<file path="config.mk">
export PLATFORM = sky130hd
export DESIGN_NAME = lfsm_div
export DESIGN_NICKNAME = d
export VERILOG_FILES = /design/src/design/lfsm_pkg.sv /design/src/design/lfsm_div.sv
export SDC_FILE = /design/constraint.sdc
export NUM_CORES = 1
export LEC_CHECK = 0
export BUFFER_PORTS_ARGS = -buffer_cell sky130_fd_sc_hd__buf_2
export CAP_MARGIN = 40
export CORE_AREA = 3 3 102 104
export DETAILED_ROUTE_END_ITERATION = 8
export DIE_AREA = 0 0 105 107
export HOLD_SLACK_MARGIN = 0.08
export PLACE_DENSITY_LB_ADDON = 0.12
export SYNTH_ARGS = -nofsm -noshare
export SYNTH_HDL_FRONTEND = slang
export SYNTH_SLANG_ARGS = --single-unit
</file>
<file path="constraint.sdc">
create_clock -name clock -period 5.1 [get_ports clock]
set_clock_uncertainty 0.05 [all_clocks]
set_input_delay 1.02 -clock clock [delete_from_list [all_inputs] [get_ports clock]]
set_output_delay 1.02 -clock clock [all_outputs]
set_load 0.005 [all_outputs]
</file>
<file path="src/design/lfsm_pkg.sv">
`timescale 1ns / 1ps
package lfsm_pkg;

   localparam int DIV_DW = 44;
   localparam int DIV_VW = 23;
   localparam int DIV_CW = 6;

   localparam int CORD_W  = 34;
   localparam int CORD_ZW = 25;
   localparam int CORD_N  = 16;
   localparam int CORD_IW = 4;

   localparam logic [DIV_VW-1:0]          TURN_UNITS   = 23'd5898240;
   localparam logic signed [CORD_ZW-1:0]  HALF_UNITS   = 25'sd2949120;
   localparam logic signed [CORD_ZW-1:0]  TURN_UNITS_S = 25'sd5898240;
   localparam logic signed [CORD_ZW-1:0]  QTR_UNITS    = 25'sd1474560;
   localparam logic signed [CORD_W-1:0]   CORD_K       = 34'sd652032874;
   localparam logic signed [CORD_W-1:0]   RATIO_ONE    = 34'sd65536;
   localparam logic signed [41:0]         FULL_TURN    = 42'sd1509949440;

   localparam logic [1:0] REG_MAX_RANGE = 2'd0;
   localparam logic [1:0] REG_X_LIMIT   = 2'd1;
   localparam logic [1:0] REG_Y_LIMIT   = 2'd2;

   typedef struct packed {
      logic              start;
      logic [DIV_DW-1:0] dividend;
      logic [DIV_VW-1:0] divisor;
   } div_req_type;

   typedef struct packed {
      logic                      start;
      logic                      vector_mode;
      logic signed [CORD_W-1:0]  x;
      logic signed [CORD_W-1:0]  y;
      logic signed [CORD_ZW-1:0] z;
   } cordic_req_type;

   typedef struct packed {
      logic                      done;
      logic signed [CORD_W-1:0]  x;
      logic signed [CORD_W-1:0]  y;
      logic signed [CORD_ZW-1:0] z;
   } cordic_rsp_type;

   function automatic logic signed [CORD_ZW-1:0] atan_entry(input logic [CORD_IW-1:0] i);
      logic signed [CORD_ZW-1:0] v;
      unique case (i)
         4'd0:  v = 25'sd737280;
         4'd1:  v = 25'sd435242;
         4'd2:  v = 25'sd229970;
         4'd3:  v = 25'sd116736;
         4'd4:  v = 25'sd58595;
         4'd5:  v = 25'sd29326;
         4'd6:  v = 25'sd14667;
         4'd7:  v = 25'sd7334;
         4'd8:  v = 25'sd3667;
         4'd9:  v = 25'sd1833;
         4'd10: v = 25'sd917;
         4'd11: v = 25'sd458;
         4'd12: v = 25'sd229;
         4'd13: v = 25'sd115;
         4'd14: v = 25'sd57;
         4'd15: v = 25'sd29;
         default: v = 25'sd0;
      endcase
      return v;
   endfunction

endpackage

</file>
<file path="src/design/lfsm_div.sv">
`timescale 1ns / 1ps
module lfsm_div (
   input  logic                         clock,
   input  logic                         reset,
   input  lfsm_pkg::div_req_type        req,
   output logic                         done,
   output logic [lfsm_pkg::DIV_DW-1:0]  quotient
);
   import lfsm_pkg::*;

   logic              busy_ff, busy_in;
   logic              done_ff, done_in;
   logic [DIV_CW-1:0] cnt_ff, cnt_in;
   logic [DIV_DW-1:0] dq_ff, dq_in;
   logic [DIV_VW-1:0] rem_ff, rem_in;
   logic [DIV_VW-1:0] dvs_ff, dvs_in;
   logic [DIV_VW:0]   trial;

   always_comb begin
      trial   = {rem_ff, dq_ff[DIV_DW-1]} - {1'b0, dvs_ff};
      busy_in = busy_ff;
      done_in = 1'b0;
      cnt_in  = cnt_ff;
      dq_in   = dq_ff;
      rem_in  = rem_ff;
      dvs_in  = dvs_ff;
      if (req.start) begin
         busy_in = 1'b1;
         cnt_in  = '0;
         dq_in   = req.dividend;
         rem_in  = '0;
         dvs_in  = req.divisor;
      end else if (busy_ff) begin
         dq_in  = {dq_ff[DIV_DW-2:0], ~trial[DIV_VW]};
         rem_in = trial[DIV_VW] ? {rem_ff[DIV_VW-2:0], dq_ff[DIV_DW-1]} : trial[DIV_VW-1:0];
         cnt_in = cnt_ff + 1'b1;
         if (cnt_ff == DIV_CW'(DIV_DW - 1)) begin
            busy_in = 1'b0;
            done_in = 1'b1;
         end
      end
   end

   always_ff @(posedge clock) begin
      if (reset) begin
         busy_ff <= 1'b0;
         done_ff <= 1'b0;
      end else begin
         busy_ff <= busy_in;
         done_ff <= done_in;
      end
      cnt_ff <= cnt_in;
      dq_ff  <= dq_in;
      rem_ff <= rem_in;
      dvs_ff <= dvs_in;
   end

   assign done      = done_ff;
   assign quotient  = dq_ff;

endmodule

</file>
# [Word level (Yosys, flattened, before mapping)]
# Index checks and enable logic that the tools add are counted.
[op_classes] eq_ne=1 reduce_logical=2 order_cmp=0 n_div=0 n_mux=7 n_mul=0 bitwise_logic=2 shifts=0 n_addsub=2
[op_table] operator="$mux W44" count=2
[op_table] operator="$sub A24 B23 Y24" count=1
[op_table] operator="$mux W23" count=1
[op_table] operator="$add A6 B1 Y6 const B" count=1
[op_table] operator="$eq A6 B6 Y1 const B" count=1
[op_table] operator="$mux W1" count=4
[op_table] operator="$reduce_or A3 Y1" count=1
[op_table] operator="$not A1 Y1" count=2
[op_table] operator="$reduce_bool A2 Y1" count=1
[word_totals] word_cells=20 n_memories=0 inputBits=70 ramBits=0 latch_bits=0 ff_bits=98 rom_bits=0

# [Depth between registers and ports, before layout]
[depth] depth_word=4 mapped_depth=12 ltp_nobuf=12

# [Worst setup path before layout]
# Ideal clock, no wire load.
[synth_path] kind="input -> register" start="input port req[67] in the netlist's numbering" end="register dq_ff[0] (netlist: quotient[0]), enable pin" t_required_ps=4652 arrival_ps=2492 path_buffers=2 slack_ps=2160 stages=4 setup_time_ps=398 cell_sequence="clkbuf_1 > nor2_1 > clkbuf_1 > inv_1"
[synth_via] elab_chain_cells=1
[synth_lines] element="from (decl)" line_no="lfsm_div.sv:5" source="input lfsm_pkg::div_req_type req,"
[synth_lines] element="$reduce_bool A2 Y1 (no source line)"
[synth_lines] element="to (signal assigned)" line_no="lfsm_div.sv:53" source="dq_ff <= dq_in;"
[synth_lines] element="to (decl)" line_no="lfsm_div.sv:14" source="logic [DIV_DW-1:0] dq_ff, dq_in;"
# Every way passes these cells.
# A chain may end at the register's enable or synchronous reset.

# [Worst setup path after layout]
[layout_path] start="register dq_ff[43] (netlist: quotient[43])" end="register rem_ff[22]"
[layout_via] elab_chain_cells=2
[layout_lines] element="$sub A24 B23 Y24" line_no="lfsm_div.sv:20" source="trial = {rem_ff, dq_ff[DIV_DW-1]} - {1'b0, dvs_ff};"
[layout_lines] element="$mux W23" line_no="lfsm_div.sv:35" source="rem_in = trial[DIV_VW] ? {rem_ff[DIV_VW-2:0], dq_ff[DIV_DW-1]} : trial[DIV_VW-1:0];"
[layout_lines] element="to (signal assigned)" line_no="lfsm_div.sv:54" source="rem_ff <= rem_in;"
[layout_lines] element="to (decl)" line_no="lfsm_div.sv:15" source="logic [DIV_VW-1:0] rem_ff, rem_in;"
# Every way passes these cells.

==> out/metrics.cfg <==
[sta]
tightest_slew_ns = 0.747
timing.slew.headroom_pct = 50.2
setup_ws_ns = 1.85
setup_viol = 0
fin_crit_ns = 3.25
finalHoldViolCount = 0
fin_tns_setup_ns = 0
min_period_over_period_pct = 63.7
fmax_ghz = 0.308
rsz0062_at_grt = no
maxSlewViolCount = 0

[worst_setup_path]
arrival_ns = 3.49
crit_chain = inv_1 -> ha_1 -> inv_1 -> fa_1 -> a21o_1 -> a221oi_1 -> a2111oi_0 -> o21bai_1 -> a21boi_0 -> o21a_1 -> a211o_1 -> a21oi_1
cp-end-kind = flop
crit_slowest_cell = a221oi_1
max_stage_delay_ns = 0.63
path_common_cell = inv_1
crit_required_ns = 5.34
crit_fanout = 5
critPathKind = reg -> reg
cp-start-kind = flop

[detailed_routing]
routed_wirelength_um = 10300
drtIter0Drc = 126
drc = 0
ant_nets = 0
detail_route.wl_per_cell_um = 15.0
vias = 3662
firstDrtPassIters = 4
vias_per_cell = 5.33

[job]
cap_violations = 0

[yosys]
syn_inst = 435
ys_types = 50
synth_enable_flop_cells = 67
synth_ff_type = edfxtp_1
async_reset_ff_share_pct = 0
synth_top_area_share_pct = 39.5
synth_area_mm2 = 0.00509
synth_area_leaders = edfxtp_1 (40%), dfxtp_1 (12%), mux2_2 (9.5%), ha_1 (5.9%), mux2i_1 (3.3%)
synth.avg_cell_area_um2 = 11.7
ys_seq_elements = 98
yosysTopAreaCell = edfxtp_1
synth_warnings = 0
seq_area_frac_synth_pct = 51.7
synth_nets = 530

[floorplan]
io_pins = 115
die_w_um = 105
num_rows = 36
core_area_mm2 = 0.00964
die_h_um = 107
floorplan.initialDensity_pct = 52.8
die-area_mm2 = 0.0112

[pwr]
powerDensity_mw_per_mm2 = 290
power.total_w = 0.00174
max-vdd-ir-drop_mv = 0.181
leakage_nw = 2.51

[clock_network]
post-cts-setup-buffer-count = 0
cts-root-buf = clkbuf_8
cts_buffer_depth = 2
clk_pin_slew_worst_paths_ns = 0.09
cts.sinks = 98
ctsHtreeMaxLevel = 3
cts.repair.resized = 0
ctsHoldBuffers = 0
worstSkewPairLatency_ns = 0.36
cts_tree = yes
cts_buffers = 9

[finish]
final_common_cell = buf_2
final_cell_mix = buf_2 (113), edfxtp_1 (67), mux2_2 (43)
stdcell_count = 687
syn2layout_area_growth_pct = 18.0
drive_gt1_share_pct = 33.0
antenna_cells = 0
final_nets = 644

[place]
hpwl_um = 7730
io_buffers = 114
routabilityCongestion = 0.871
dp_cells = 671
place_ws_ns = 1.93

[global_route]
globalRouteTotalUtil_pct = 19.2
grt_pass1_vias = 3775
antenna_found_initial = 0
busiest_layer = met2
grtUsageMet2_pct = 32.1
gr-total-overflow = 0
grt_use_met1_pct = 24.4
grt_first_pass_wirelength_um = 17400
grtUsageMet3_pct = 4.82
grt_start_max_net_pins = 55

[min_path]
hp-class = reg -> reg

[outcome]
run_status = completed

final timing paths:
check,endpoint,startpoint,depth (start not counted),slack [ns]
min reg2reg,done$_SDFF_PP0_,cnt_ff[5]$_SDFFE_PP0P_,2,0.44
max reg2reg,rem_ff[22]$_SDFFE_PP0P_,quotient[43]$_DFFE_PP_,12,1.85
max,rem_ff[22]$_SDFFE_PP0P_,quotient[43]$_DFFE_PP_,12,1.85
min,done$_SDFF_PP0_,cnt_ff[5]$_SDFFE_PP0P_,2,0.44
critical path, delay by kind of cell, from the launching register on:
| family | cells | cell delay (ns) |
|---|---|---|
| fa+ha+maj | 2 | 0.55 |
| flops | 1 | 0.39 |
| buf+inv | 2 | 0.13 |
| compound gates | 8 | 2.07 |
cell families (layout without fill, tap and decap cells):
family	after synthesis	in the layout	synth area share (%)
flip-flops	98	98	51.7
AO/OA/AOI/OAI	94	94	12.9
AND/OR/NAND/NOR	91	91	8.28
buffers and inverters	43	162	3.32
XOR/XNOR	24	24	4.64
multiplexers	60	60	12.8
adder cells (fa/ha/maj)	25	25	6.29
per-layer routing:
| metal | share of wire, % | vias up |
|---|---|---|
| met1 | 44 | 1721 |
| met5 | 0 | - |
| met3 | 5.7 | 15 |
| li1 | - | 1840 |
| met4 | 1.9 | 0 |
| met2 | 49 | 86 |
cell usage after synthesis (all sizes together) (2+ instances only):
cell type and count:
a21boi 2, a211oi 12, mux2i 17, ha 24
o21ba 2, a21oi 20, o211ai 5, nor3 3
a41oi 2, o31ai 3, nor2 37, inv 28
buf 3, a221o 5, nand2 23, and3 7
clkbuf 12, edfxtp 67, mux2 43, o21bai 2
o21ai 18, o21a 6, xor2 10, a21o 5
xnor2 14, or3 2, a211o 3, nand4 5
nand3 5, o22ai 3, nand2b 5, dfxtp 31
through the flow:
step           area (um^2)  utilization, %  hold WS, ns
2_1_floorplan         5090               -        0.393
3_3_place_gp          5790            60.1        0.413
3_5_place_dp          5820            60.4        0.422
4_1_cts               6010            62.4        0.436
5_1_grt               6010            62.4        0.469
6_report              6010            62.4        0.437
registers in the layout, indices dropped and copies added (netlist names):
| signal | cells |
|---|---|
| quotient | 44 |
| dvs_ff | 23 |
| rem_ff | 23 |
| cnt_ff | 6 |
| busy_ff | 1 |
| done | 1 |
area by class of cell:
type	count	area, um^2
multi-input cells	294	2290
well taps	133	166
repair buffers	118	623
clock inverters	6	65.1
fillers	837	3630
flip-flops and latches	98	2630
inverters	28	105
clock buffers	10	128
power breakdown:
group | switching, W | internal, W
logic | 0.000150 | 0.000145
clock network | 0.000263 | 0.000228
registers | 0.0000315 | 0.000922
total | 0.000445 | 0.00130
Power figures use the tool's default switching activity.
