$ cat src/design/lfsm_pkg.sv
`timescale 1ns / 1ps
package lfsm_pkg;

   localparam int DIV_DW = 44;
   localparam int DIV_VW = 23;
   localparam int DIV_CW = 6;

   localparam int CORD_W  = 34;
   localparam int CORD_ZW = 25;
   localparam int CORD_N  = 16;
   localparam int CORD_IW = 4;

   localparam logic [DIV_VW-1:0]          TURN_UNITS   = 23'd5898240;
   localparam logic signed [CORD_ZW-1:0]  HALF_UNITS   = 25'sd2949120;
   localparam logic signed [CORD_ZW-1:0]  TURN_UNITS_S = 25'sd5898240;
   localparam logic signed [CORD_ZW-1:0]  QTR_UNITS    = 25'sd1474560;
   localparam logic signed [CORD_W-1:0]   CORD_K       = 34'sd652032874;
   localparam logic signed [CORD_W-1:0]   RATIO_ONE    = 34'sd65536;
   localparam logic signed [41:0]         FULL_TURN    = 42'sd1509949440;

   localparam logic [1:0] REG_MAX_RANGE = 2'd0;
   localparam logic [1:0] REG_X_LIMIT   = 2'd1;
   localparam logic [1:0] REG_Y_LIMIT   = 2'd2;

   typedef struct packed {
      logic              start;
      logic [DIV_DW-1:0] dividend;
      logic [DIV_VW-1:0] divisor;
   } div_req_type;

   typedef struct packed {
      logic                      start;
      logic                      vector_mode;
      logic signed [CORD_W-1:0]  x;
      logic signed [CORD_W-1:0]  y;
      logic signed [CORD_ZW-1:0] z;
   } cordic_req_type;

   typedef struct packed {
      logic                      done;
      logic signed [CORD_W-1:0]  x;
      logic signed [CORD_W-1:0]  y;
      logic signed [CORD_ZW-1:0] z;
   } cordic_rsp_type;

   function automatic logic signed [CORD_ZW-1:0] atan_entry(input logic [CORD_IW-1:0] i);
      logic signed [CORD_ZW-1:0] v;
      unique case (i)
         4'd0:  v = 25'sd737280;
         4'd1:  v = 25'sd435242;
         4'd2:  v = 25'sd229970;
         4'd3:  v = 25'sd116736;
         4'd4:  v = 25'sd58595;
         4'd5:  v = 25'sd29326;
         4'd6:  v = 25'sd14667;
         4'd7:  v = 25'sd7334;
         4'd8:  v = 25'sd3667;
         4'd9:  v = 25'sd1833;
         4'd10: v = 25'sd917;
         4'd11: v = 25'sd458;
         4'd12: v = 25'sd229;
         4'd13: v = 25'sd115;
         4'd14: v = 25'sd57;
         4'd15: v = 25'sd29;
         default: v = 25'sd0;
      endcase
      return v;
   endfunction

endpackage

$ cat src/design/lfsm_cordic.sv
`timescale 1ns / 1ps
module lfsm_cordic (
   input  logic                     clock,
   input  logic                     reset,
   input  lfsm_pkg::cordic_req_type req,
   output lfsm_pkg::cordic_rsp_type rsp
);
   import lfsm_pkg::*;

   logic                      busy_ff, busy_in;
   logic                      done_ff, done_in;
   logic                      mode_ff, mode_in;
   logic [CORD_IW-1:0]        cnt_ff, cnt_in;
   logic signed [CORD_W-1:0]  x_ff, x_in, y_ff, y_in, xs, ys;
   logic signed [CORD_ZW-1:0] z_ff, z_in, tab;
   logic                      pos;

   always_comb begin
      xs  = x_ff >>> cnt_ff;
      ys  = y_ff >>> cnt_ff;
      tab = atan_entry(cnt_ff);
      pos = mode_ff ? y_ff[CORD_W-1] : ~z_ff[CORD_ZW-1];
      busy_in = busy_ff;
      done_in = 1'b0;
      mode_in = mode_ff;
      cnt_in  = cnt_ff;
      x_in    = x_ff;
      y_in    = y_ff;
      z_in    = z_ff;
      if (req.start) begin
         busy_in = 1'b1;
         mode_in = req.vector_mode;
         cnt_in  = '0;
         x_in    = req.x;
         y_in    = req.y;
         z_in    = req.z;
      end else if (busy_ff) begin
         if (pos) begin
            x_in = x_ff - ys;
            y_in = y_ff + xs;
            z_in = z_ff - tab;
         end else begin
            x_in = x_ff + ys;
            y_in = y_ff - xs;
            z_in = z_ff + tab;
         end
         cnt_in = cnt_ff + 1'b1;
         if (cnt_ff == CORD_IW'(CORD_N - 1)) begin
            busy_in = 1'b0;
            done_in = 1'b1;
         end
      end
   end

   always_ff @(posedge clock) begin
      if (reset) begin
         busy_ff <= 1'b0;
         done_ff <= 1'b0;
      end else begin
         busy_ff <= busy_in;
         done_ff <= done_in;
      end
      mode_ff <= mode_in;
      cnt_ff  <= cnt_in;
      x_ff    <= x_in;
      y_ff    <= y_in;
      z_ff    <= z_in;
   end

   assign rsp.done = done_ff;
   assign rsp.x    = x_ff;
   assign rsp.y    = y_ff;
   assign rsp.z    = z_ff;

endmodule

$ cat config.mk
export PLATFORM = sky130hd
export DESIGN_NAME = lfsm_cordic
export DESIGN_NICKNAME = d
export VERILOG_FILES = /design/src/design/lfsm_pkg.sv /design/src/design/lfsm_cordic.sv
export SDC_FILE = /design/constraint.sdc
export NUM_CORES = 1
export LEC_CHECK = 0
export ABC_CLOCK_PERIOD_IN_PS = 6700
export CAP_MARGIN = 20
export CORE_MARGIN = 1
export CORE_UTILIZATION = 49
export DETAILED_ROUTE_END_ITERATION = 8
export DONT_BUFFER_PORTS = 1
export GPL_TIMING_DRIVEN = 0
export PLACE_DENSITY = 0.68
export SETUP_SLACK_MARGIN = 0.2
export SLEW_MARGIN = 20
export SYNTH_ARGS = -nofsm -noshare
export SYNTH_HDL_FRONTEND = slang
export SYNTH_SLANG_ARGS = --single-unit
$ cat constraint.sdc
create_clock -name clock -period 6.7 [get_ports clock]
set_input_delay 2.01 -clock clock [delete_from_list [all_inputs] [get_ports clock]]
set_output_delay 2.01 -clock clock [all_outputs]
set_load 0.1 [all_outputs]
# --- After elaboration in Yosys (flattened, before gate mapping) ---
# Memory sizes are Yosys's and may differ from the RTL's. A register that Yosys moved wholly into a read port is not among the register bits.
# Cells that the tools add are included.
op_classes:
  n_bitwise: 2
  add_sub_neg: 7
  shifts: 2
  reduce_logical: 2
  n_eq_ne: 1
  n_mux: 16
op_table:
  columns: ["cell", "count"]
  rows:
  - ["two-way mux 34 bit", 6]
  - ["two-way mux 25 bit", 3]
  - ["adder 34 bit", 2]
  - [">>> shifter 34 x 4 -> 34 bit", 2]
  - ["subtractor 34 bit", 2]
  - ["adder 25 bit", 1]
  - ["subtractor 25 bit", 1]
  - ["two-way mux 4 bit", 2]
  - ["two-way mux 1 bit", 5]
  - ["adder 4 x 1 -> 4 bit (second input constant)", 1]
  - ["== test 4 bit (second input constant)", 1]
  - ["OR reduction 3 bit", 1]
  - ["inverter 1 bit", 2]
  - ["nonzero test 2 bit", 1]
totals:
  register_bits: 100
  memories: 1
  mem_bits_ro: 320
  output_inout_bits: 94
mem_list:
  columns: ["memory", "depth", "word_bits", "rd", "rd_clocked_by_memory_dff", "wr", "line_no", "rtl"]
  rows:
  - ["(no name shown)", 16, 20, 1, 1, 0, "lfsm_pkg.sv:48", "unique case (i)"]

# --- Longest topological paths before layout ---
# Gate-level depths: netlist of the first run.
depth:
  word_depth: 5
  ltp_mapped: 27
  ltp_nobuf: 21

# --- Worst setup path before layout of the first run ---
# No wires, ideal clock.
synth_timing:
  path_kind: "flip-flop to flip-flop"
  from: "register x_ff[16]"
  to: "register y_ff[33] (data pin)"
  path_stages_with_launch: 20
  t_arrival_ns: 5.126
  path_slack_ns: 1.311
  n_path_buf: 0
  required_ns: 6.437
  path_cell_list: "edfxtp_1 -> mux4_2 -> mux2_2 -> a221o_1 -> inv_1 -> ha_1 -> inv_1 -> a211o_1 -> o21ai_0 -> xor2_1 -> ha_1 -> nand2_1 -> o21ba_2 -> a31oi_1 -> o21ai_0 -> a2bb2oi_1 -> a21boi_0 -> a311oi_1 -> xnor2_1 -> o21ai_1"
synth_between:
  elab_chain_cells: 5
  elab_cells_between_ends: 6
synth_lines:
  columns: ["element", "line_no", "rtl"]
  rows:
  - ["start: declaration", "lfsm_cordic.sv:14", "logic signed [CORD_W-1:0] x_ff, x_in, y_ff, y_in, xs, ys;"]
  - ["start signal: assignment", "lfsm_cordic.sv:65", "x_ff <= x_in;"]
  - [">>> shifter 34 x 4 -> 34 bit *", "lfsm_cordic.sv:19", "xs = x_ff >>> cnt_ff;"]
  - ["subtractor 34 bit / adder 34 bit (equally long branches)", "lfsm_cordic.sv:44, lfsm_cordic.sv:40", null]
  - ["two-way mux 34 bit *", "lfsm_cordic.sv:38", "if (pos) begin"]
  - ["two-way mux 34 bit *", "lfsm_cordic.sv:37", "end else if (busy_ff) begin"]
  - ["two-way mux 34 bit *", "lfsm_cordic.sv:30", "if (req.start) begin"]
  - ["via y_in[33]", "lfsm_cordic.sv:14", null]
  - ["end signal: assignment", "lfsm_cordic.sv:66", "y_ff <= y_in;"]
  - ["end: declaration", "lfsm_cordic.sv:14", null]
# Mark *: on every way through the listed nets, which the timed path passes. The rest lies on a longest branch. The select of a mux whose other input is x is not followed.
# A chain may end at the register's enable or synchronous reset.

# --- Final worst setup path of the first run ---
layout_timing:
  from: "register cnt_ff[2]"
  to: "register x_ff[33] (data pin)"
layout_between:
  elab_chain_cells: 5
  elab_cells_between_ends: 6
layout_lines:
  columns: ["element", "line_no", "rtl"]
  rows:
  - ["start: declaration", "lfsm_cordic.sv:13", "logic [CORD_IW-1:0] cnt_ff, cnt_in;"]
  - ["start signal: assignment", "lfsm_cordic.sv:64", "cnt_ff <= cnt_in;"]
  - [">>> shifter 34 x 4 -> 34 bit *", "lfsm_cordic.sv:20", "ys = y_ff >>> cnt_ff;"]
  - ["adder 34 bit / subtractor 34 bit (equally long branches)", "lfsm_cordic.sv:43, lfsm_cordic.sv:39", null]
  - ["two-way mux 34 bit *", "lfsm_cordic.sv:38", null]
  - ["two-way mux 34 bit *", "lfsm_cordic.sv:37", null]
  - ["two-way mux 34 bit *", "lfsm_cordic.sv:30", null]
  - ["via x_in[33]", "lfsm_cordic.sv:14", null]
# Marks and branches as above.

==> run_results.csv, run 1 <==
group,metric,value,unit
status,outcome,"finished, final reports clean",
detailed_routing,drc_errors,0,
critical_path,path_cells,"buf_2, buf_1, buf_2, mux2i_1, o22ai_1, a211oi_1, o2bb2a_1, nor2_1, nand2_1, o21ai_0, xor2_1, ha_1, a221o_1, nor3_2, a21oi_1, o21ba_2, o31ai_1, xnor2_1, xnor2_1, mux2_2",
logic_synthesis,synth-edff-count,94,
die,initial_utilization,0.501,
global_route,grt_antenna_before_repair,2,
clocking,clk_latency,470,ps
die,ios,191,
timing,max-slew-margin-rel,0.169,
critical_path,worst_path_largest_cell_delay,580,ps
logic_synthesis,syn_area_per_cell,8.58,µm²
logic_synthesis,syn_inst,1745,
critical_path,crit_family,"compound AO/OA/AOI/OAI gates",
cells_and_area,final_cell_mix,"194 x nand2_1, 160 x o21ai_0, 127 x nor2_1, 126 x a21oi_1, 100 x ha_1",
run,max_cap_violations,0,
logic_synthesis,synth-main-ff-cell,"edfxtp_1",
place,placed_cells,2206,
detailed_routing,ant_nets,0,
critical_path,critPathSlowestCell,"a211oi_1",
timing,fin_crit_sh,0.968,
critical_path,crit_fanout,10,
logic_synthesis,yosysTopAreaCell,"edfxtp_1",
die,dieArea,31200,µm²
timing,hold_viol,0,
clocking,clock-sinks,120,
worst_hold_path,hold_path_class,"reg2reg",
place,post-dp-hpwl,51000,µm
detailed_routing,wl_per_cell,29.7,µm
cells_and_area,final_nets,2054,
logic_synthesis,synth-seq-cells,120,
global_route,grt_start_max_net_pins,55,
logic_synthesis,yosysUniqueCellTypes,87,
die,core-area,29900,µm²
clocking,cts_buffers,17,
critical_path,crit_buf_inv,3,
timing,skew,21.7,ps
cells_and_area,fin_util,0.598,
critical_path,cp-end-kind,"flip-flop",
detailed_routing,dr.pass1.iters,8,
critical_path,crit_type,"reg2reg",
clocking,clockBufferDepth,2,
detailed_routing,drt-initial-drc-count,1984,
cells_and_area,fin_cells,2256,
cells_and_area,drive_gt1_frac,0.165,
logic_synthesis,yosys-top-cells-area,"edfxtp_1 19%, ha_1 8.5%, mux4_2 6.2%",
timing,hold_ws,704,ps
die,die_h,177,µm
global_route,grt_pass1_vias,14832,
place,place_congestion,1.04,
cells_and_area,final_common_cell,"nand2_1",
detailed_routing,vias,15712,
critical_path,cp_data_arrival_time,6690,ps
logic_synthesis,yosysSeqAreaShare,0.223,
critical_path,crit_path_start_kind,"flip-flop",
timing,max_freq,0.154,GHz
place,dp_worst_setup_slack,-1430,ps
die,num_rows,63,
clocking,cts_root_buffer,"clkbuf_16",
global_route,overflow,0,
critical_path,crit_required,6910,ps
cells_and_area,syn_to_final_growth,19.4,%
timing,setup_violations,0,
timing,min_period,6480,ps
place,io_buffers,0,
logic_synthesis,async_reset_ff_frac,0,
detailed_routing,wl,67000,µm
global_route,track_usage,0.419,
clocking,clk_pin_slew,70,ps
logic_synthesis,ys_warn_count,0,
timing,layout_setup_ws,215,ps
timing,slew_violations,0,
clocking,hold_buffers,0,
clocking,cts_tree,"built",
die,die_x,177,µm
timing,tightest_slew,1250,ps
logic_synthesis,synth_nets,1947,
detailed_routing,vias_per_cell,6.96,
clocking,cts_max_level,4,
global_route,grt_first_pass_wirelength,94800,µm
logic_synthesis,synth_area,15000,µm²
timing,rsz0062_at_grt,"false",
logic_synthesis,synth_top_area_frac,0.189,
[per-layer routing]
metal | vias up | global-route usage | share of wire
met5 | - | 0.00160 | 0.00018
met4 | 2 | 0.206 | 0.051
met3 | 239 | 0.118 | 0.11
met2 | 1151 | 0.643 | 0.44
met1 | 7543 | 0.539 | 0.40
li1 | 6777 | - | -
[logic make-up after synthesis]
family                   count (synthesis)  share of synthesized area
buffers and inverters                  140                     0.0408
AND/OR/NAND/NOR                        520                      0.166
AO/OA/AOI/OAI                          540                      0.227
flip-flops                             120                      0.223
adder cells (fa/ha/maj)                105                     0.0893
XOR/XNOR                               153                     0.0895
multiplexers                           167                      0.164
[worst min-delay path: stages, from the launching register on]
cell and delay, ps:
dfxtp_1 300, clkbuf_1 180, nor4b_1 180
[sequential cells by signal, indices dropped and copies added, names as in the netlist]
| name | cells |
|---|---|
| z_ff | 25 |
| mode_ff | 1 |
| busy_ff | 1 |
| x_ff | 34 |
| done_ff | 1 |
| y_ff | 34 |
| cnt_ff | 4 |
| tab | 20 |
[what timing repair did]
item                                    4_1_cts  5_1_grt
gates resized for setup                      30       47
endpoints found under the setup margin       41       21
pin swaps                                     0        4
buffers inserted                              0        6
[cell type report]
type / count / area [µm²]
Antenna cell: 1 / 2.50
Buffer: 89 / 470
Clock buffer: 18 / 429
Clock inverter: 14 / 163
Fill cell: 2570 / 12000
Inverter: 51 / 191
Multi-Input combinational cell: 1485 / 11200
Sequential cell: 120 / 3340
Tap cell: 390 / 488
Timing Repair Buffer: 88 / 1610
[synthesized netlist by cell type (5+ instances only)]
cell type,count
a211o_1,5
a211oi_1,15
a21boi_0,7
a21o_1,42
a21oi_1,126
a221oi_1,5
a22oi_1,10
a31oi_1,22
and2_1,17
and3_1,17
buf_1,17
buf_2,14
buf_6,6
clkbuf_1,48
dfxtp_1,26
edfxtp_1,94
ha_1,102
inv_1,48
mux2_2,48
mux2i_1,65
mux4_1,13
mux4_2,41
nand2_1,194
nand2b_1,27
nand3_1,34
nand4_1,9
nor2_1,129
nor2b_1,12
nor3_1,26
nor3b_1,7
o211ai_1,18
o21a_1,21
o21ai_0,165
o21bai_1,11
o22ai_1,9
o31ai_1,27
or2_2,14
or3_1,8
xnor2_1,83
xor2_1,70
[path summary, 6_finish.rpt]
check | start | endpoint | slack, ps | cells after the start
worst min-delay path | busy_ff$_SDFF_PP0_ | done_ff$_SDFF_PP0_ | 700 | 2
worst max register to register | cnt_ff[2]$_SDFFE_PP0P_ | x_ff[33]$_DFFE_PP_ | 220 | 20
worst min register to register | busy_ff$_SDFF_PP0_ | done_ff$_SDFF_PP0_ | 700 | 2
worst max-delay path | cnt_ff[2]$_SDFFE_PP0P_ | x_ff[33]$_DFFE_PP_ | 220 | 20
[through the flow]
stage,cell area (µm²),TNS [ps]
5_1_grt,17900,0
6_report,17900,0
2_1_floorplan,15000,0
4_1_cts,17500,0
3_3_place_gp,15500,-25580
3_5_place_dp,16800,-22920
Power of run 1 is left out: the tool's default activity adds up to more than one toggle a clock period on the data nets, which glitch-free logic cannot reach.
==> run 2, diff against run 1 <==
- ABC_CLOCK_PERIOD_IN_PS: 6700 -> 7400
- CTS_BUF_LIST: default -> sky130_fd_sc_hd__clkbuf_8 sky130_fd_sc_hd__clkbuf_16
- clock period: 6.7 -> 7.4 ns (I/O delays scaled with it)
==> run_results.csv, run 2 (synthesis gave the netlist of run 1 again) <==
group,metric,value,unit
clocking,hold_buffers,0,
detailed_routing,vias_per_cell,6.91,
detailed_routing,dr.pass1.iters,8,
timing,tightest_slew,1220,ps
die,num_rows,63,
die,dieArea,31200,µm²
clocking,post-cts-setup-buffers,0,
clocking,ctsResizeCount,14,
clocking,cts_buffers,17,
critical_path,cp_data_arrival_time,7340,ps
place,place_congestion,1.04,
die,die_x,177,µm
status,outcome,"finished, final reports clean",
timing,setup_violations,0,
timing,skew,19.6,ps
cells_and_area,top_regs,"x_ff (34), y_ff (34), z_ff (25)",
global_route,grt_antenna_before_repair,2,
timing,fin_crit_sh,0.966,
critical_path,crit_required,7590,ps
critical_path,crit_type,"reg2reg",
cells_and_area,drive_gt1_frac,0.145,
cells_and_area,regArea,3340,µm²
critical_path,crit_path_start_kind,"flip-flop",
cells_and_area,syn_to_final_growth,18.0,%
worst_hold_path,hold_path_class,"reg2reg",
place,io_buffers,0,
die,initial_utilization,0.501,
critical_path,cp-end-kind,"flip-flop",
detailed_routing,drc_errors,0,
clocking,cts_root_buffer,"clkbuf_16",
die,ios,191,
global_route,track_usage,0.419,
clocking,clock-sinks,120,
global_route,grt_pass1_vias,14845,
cells_and_area,final_cell_mix,"194 x nand2_1, 165 x o21ai_0, 129 x nor2_1, 126 x a21oi_1, 102 x ha_1",
global_route,overflow,0,
die,core-area,29900,µm²
timing,max_freq,0.140,GHz
cells_and_area,final_common_cell,"nand2_1",
run,max_cap_violations,0,
detailed_routing,wl_per_cell,29.6,µm
place,dp_worst_setup_slack,-728,ps
timing,hold_viol,0,
timing,max-slew-margin-rel,0.184,
timing,layout_setup_ws,252,ps
timing,slew_violations,0,
detailed_routing,drt-initial-drc-count,2189,
global_route,grt_first_pass_wirelength,94800,µm
detailed_routing,vias,15544,
die,die_h,177,µm
cells_and_area,final_nets,2048,
clocking,clockBufferDepth,2,
cells_and_area,num-fill-cells,2583,
timing,rsz0062_at_grt,"true",
detailed_routing,wl,66500,µm
place,post-dp-hpwl,51000,µm
global_route,grt_start_max_net_pins,55,
cells_and_area,multi_input_area,11000,µm²
timing,min_period,7150,ps
clocking,clk_latency,470,ps
clocking,cts_max_level,4,
critical_path,crit_fanout,10,
clocking,cts_tree,"built",
detailed_routing,ant_nets,0,
clocking,clk_pin_slew,70,ps
## run 2: cell types whose count changed in the layout (fill, tap and decap cells not counted), sizes merged
| cell | previous run | this run |
|---|---|---|
| clkbuf | 71 | 66 |
| buf | 123 | 120 |
| clkdlybuf4s15 | 1 | 2 |
| inv | 56 | 57 |
## run 2: final cells by class
type	instances	area share
antenna	1	0.000142
buffer	89	0.0256
clock buffer	17	0.0241
clock inverter	15	0.00942
inverter	51	0.0108
multi-input combinational	1485	0.625
sequential	120	0.189
tap	390	0.0276
timing repair buffer	82	0.0884
## run 2: worst max-delay path: stages, from the launching register on
cell and delay (ps):
dfxtp_1 290, clkbuf_2 290, clkinv_1 310, buf_2 440
clkbuf_1 620, clkbuf_1 520, clkbuf_1 670, o211ai_1 180
o21ai_0 230, a21oi_1 150, xnor2_1 190, ha_1 400
nand2_1 90, o21ba_2 230, a31oi_1 160, o21ai_0 590
a2bb2oi_2 360, a21boi_0 240, a311oi_2 610, xnor2_1 200
o21ai_1 80
## run 2: worst paths after layout
path	slack, ps	start	endpoint	cells past startpoint
min reg2reg	710	busy_ff$_SDFF_PP0_	done_ff$_SDFF_PP0_	2
max	250	cnt_ff[3]$_SDFFE_PP0P_	y_ff[33]$_DFFE_PP_	20
min	710	busy_ff$_SDFF_PP0_	done_ff$_SDFF_PP0_	2
max reg2reg	250	cnt_ff[3]$_SDFFE_PP0P_	y_ff[33]$_DFFE_PP_	20
## run 2: metal layers
| metal | routed length, µm | share of wire | GRT usage | vias up |
|---|---|---|---|---|
| li1 | - | - | - | 6769 |
| met1 | 26600 | 0.40 | 0.537 | 7493 |
| met2 | 29100 | 0.44 | 0.642 | 1078 |
| met3 | 7340 | 0.11 | 0.119 | 202 |
| met4 | 3460 | 0.052 | 0.212 | 2 |
| met5 | 12 | 0.00018 | 0.00160 | - |
## run 2: metrics by stage
stage	TNS, ps	hold slack (ps)	util	area [µm²]	instances
floorplan	0	634	-	15000	1745
global placement	-7630	674	0.517	15500	2135
detailed placement	-5840	693	0.563	16800	2206
CTS	0	704	0.584	17400	2238
global route	0	765	0.591	17700	2250
finish	0	706	0.591	17700	2250
Power of run 2 is left out for the same reason.
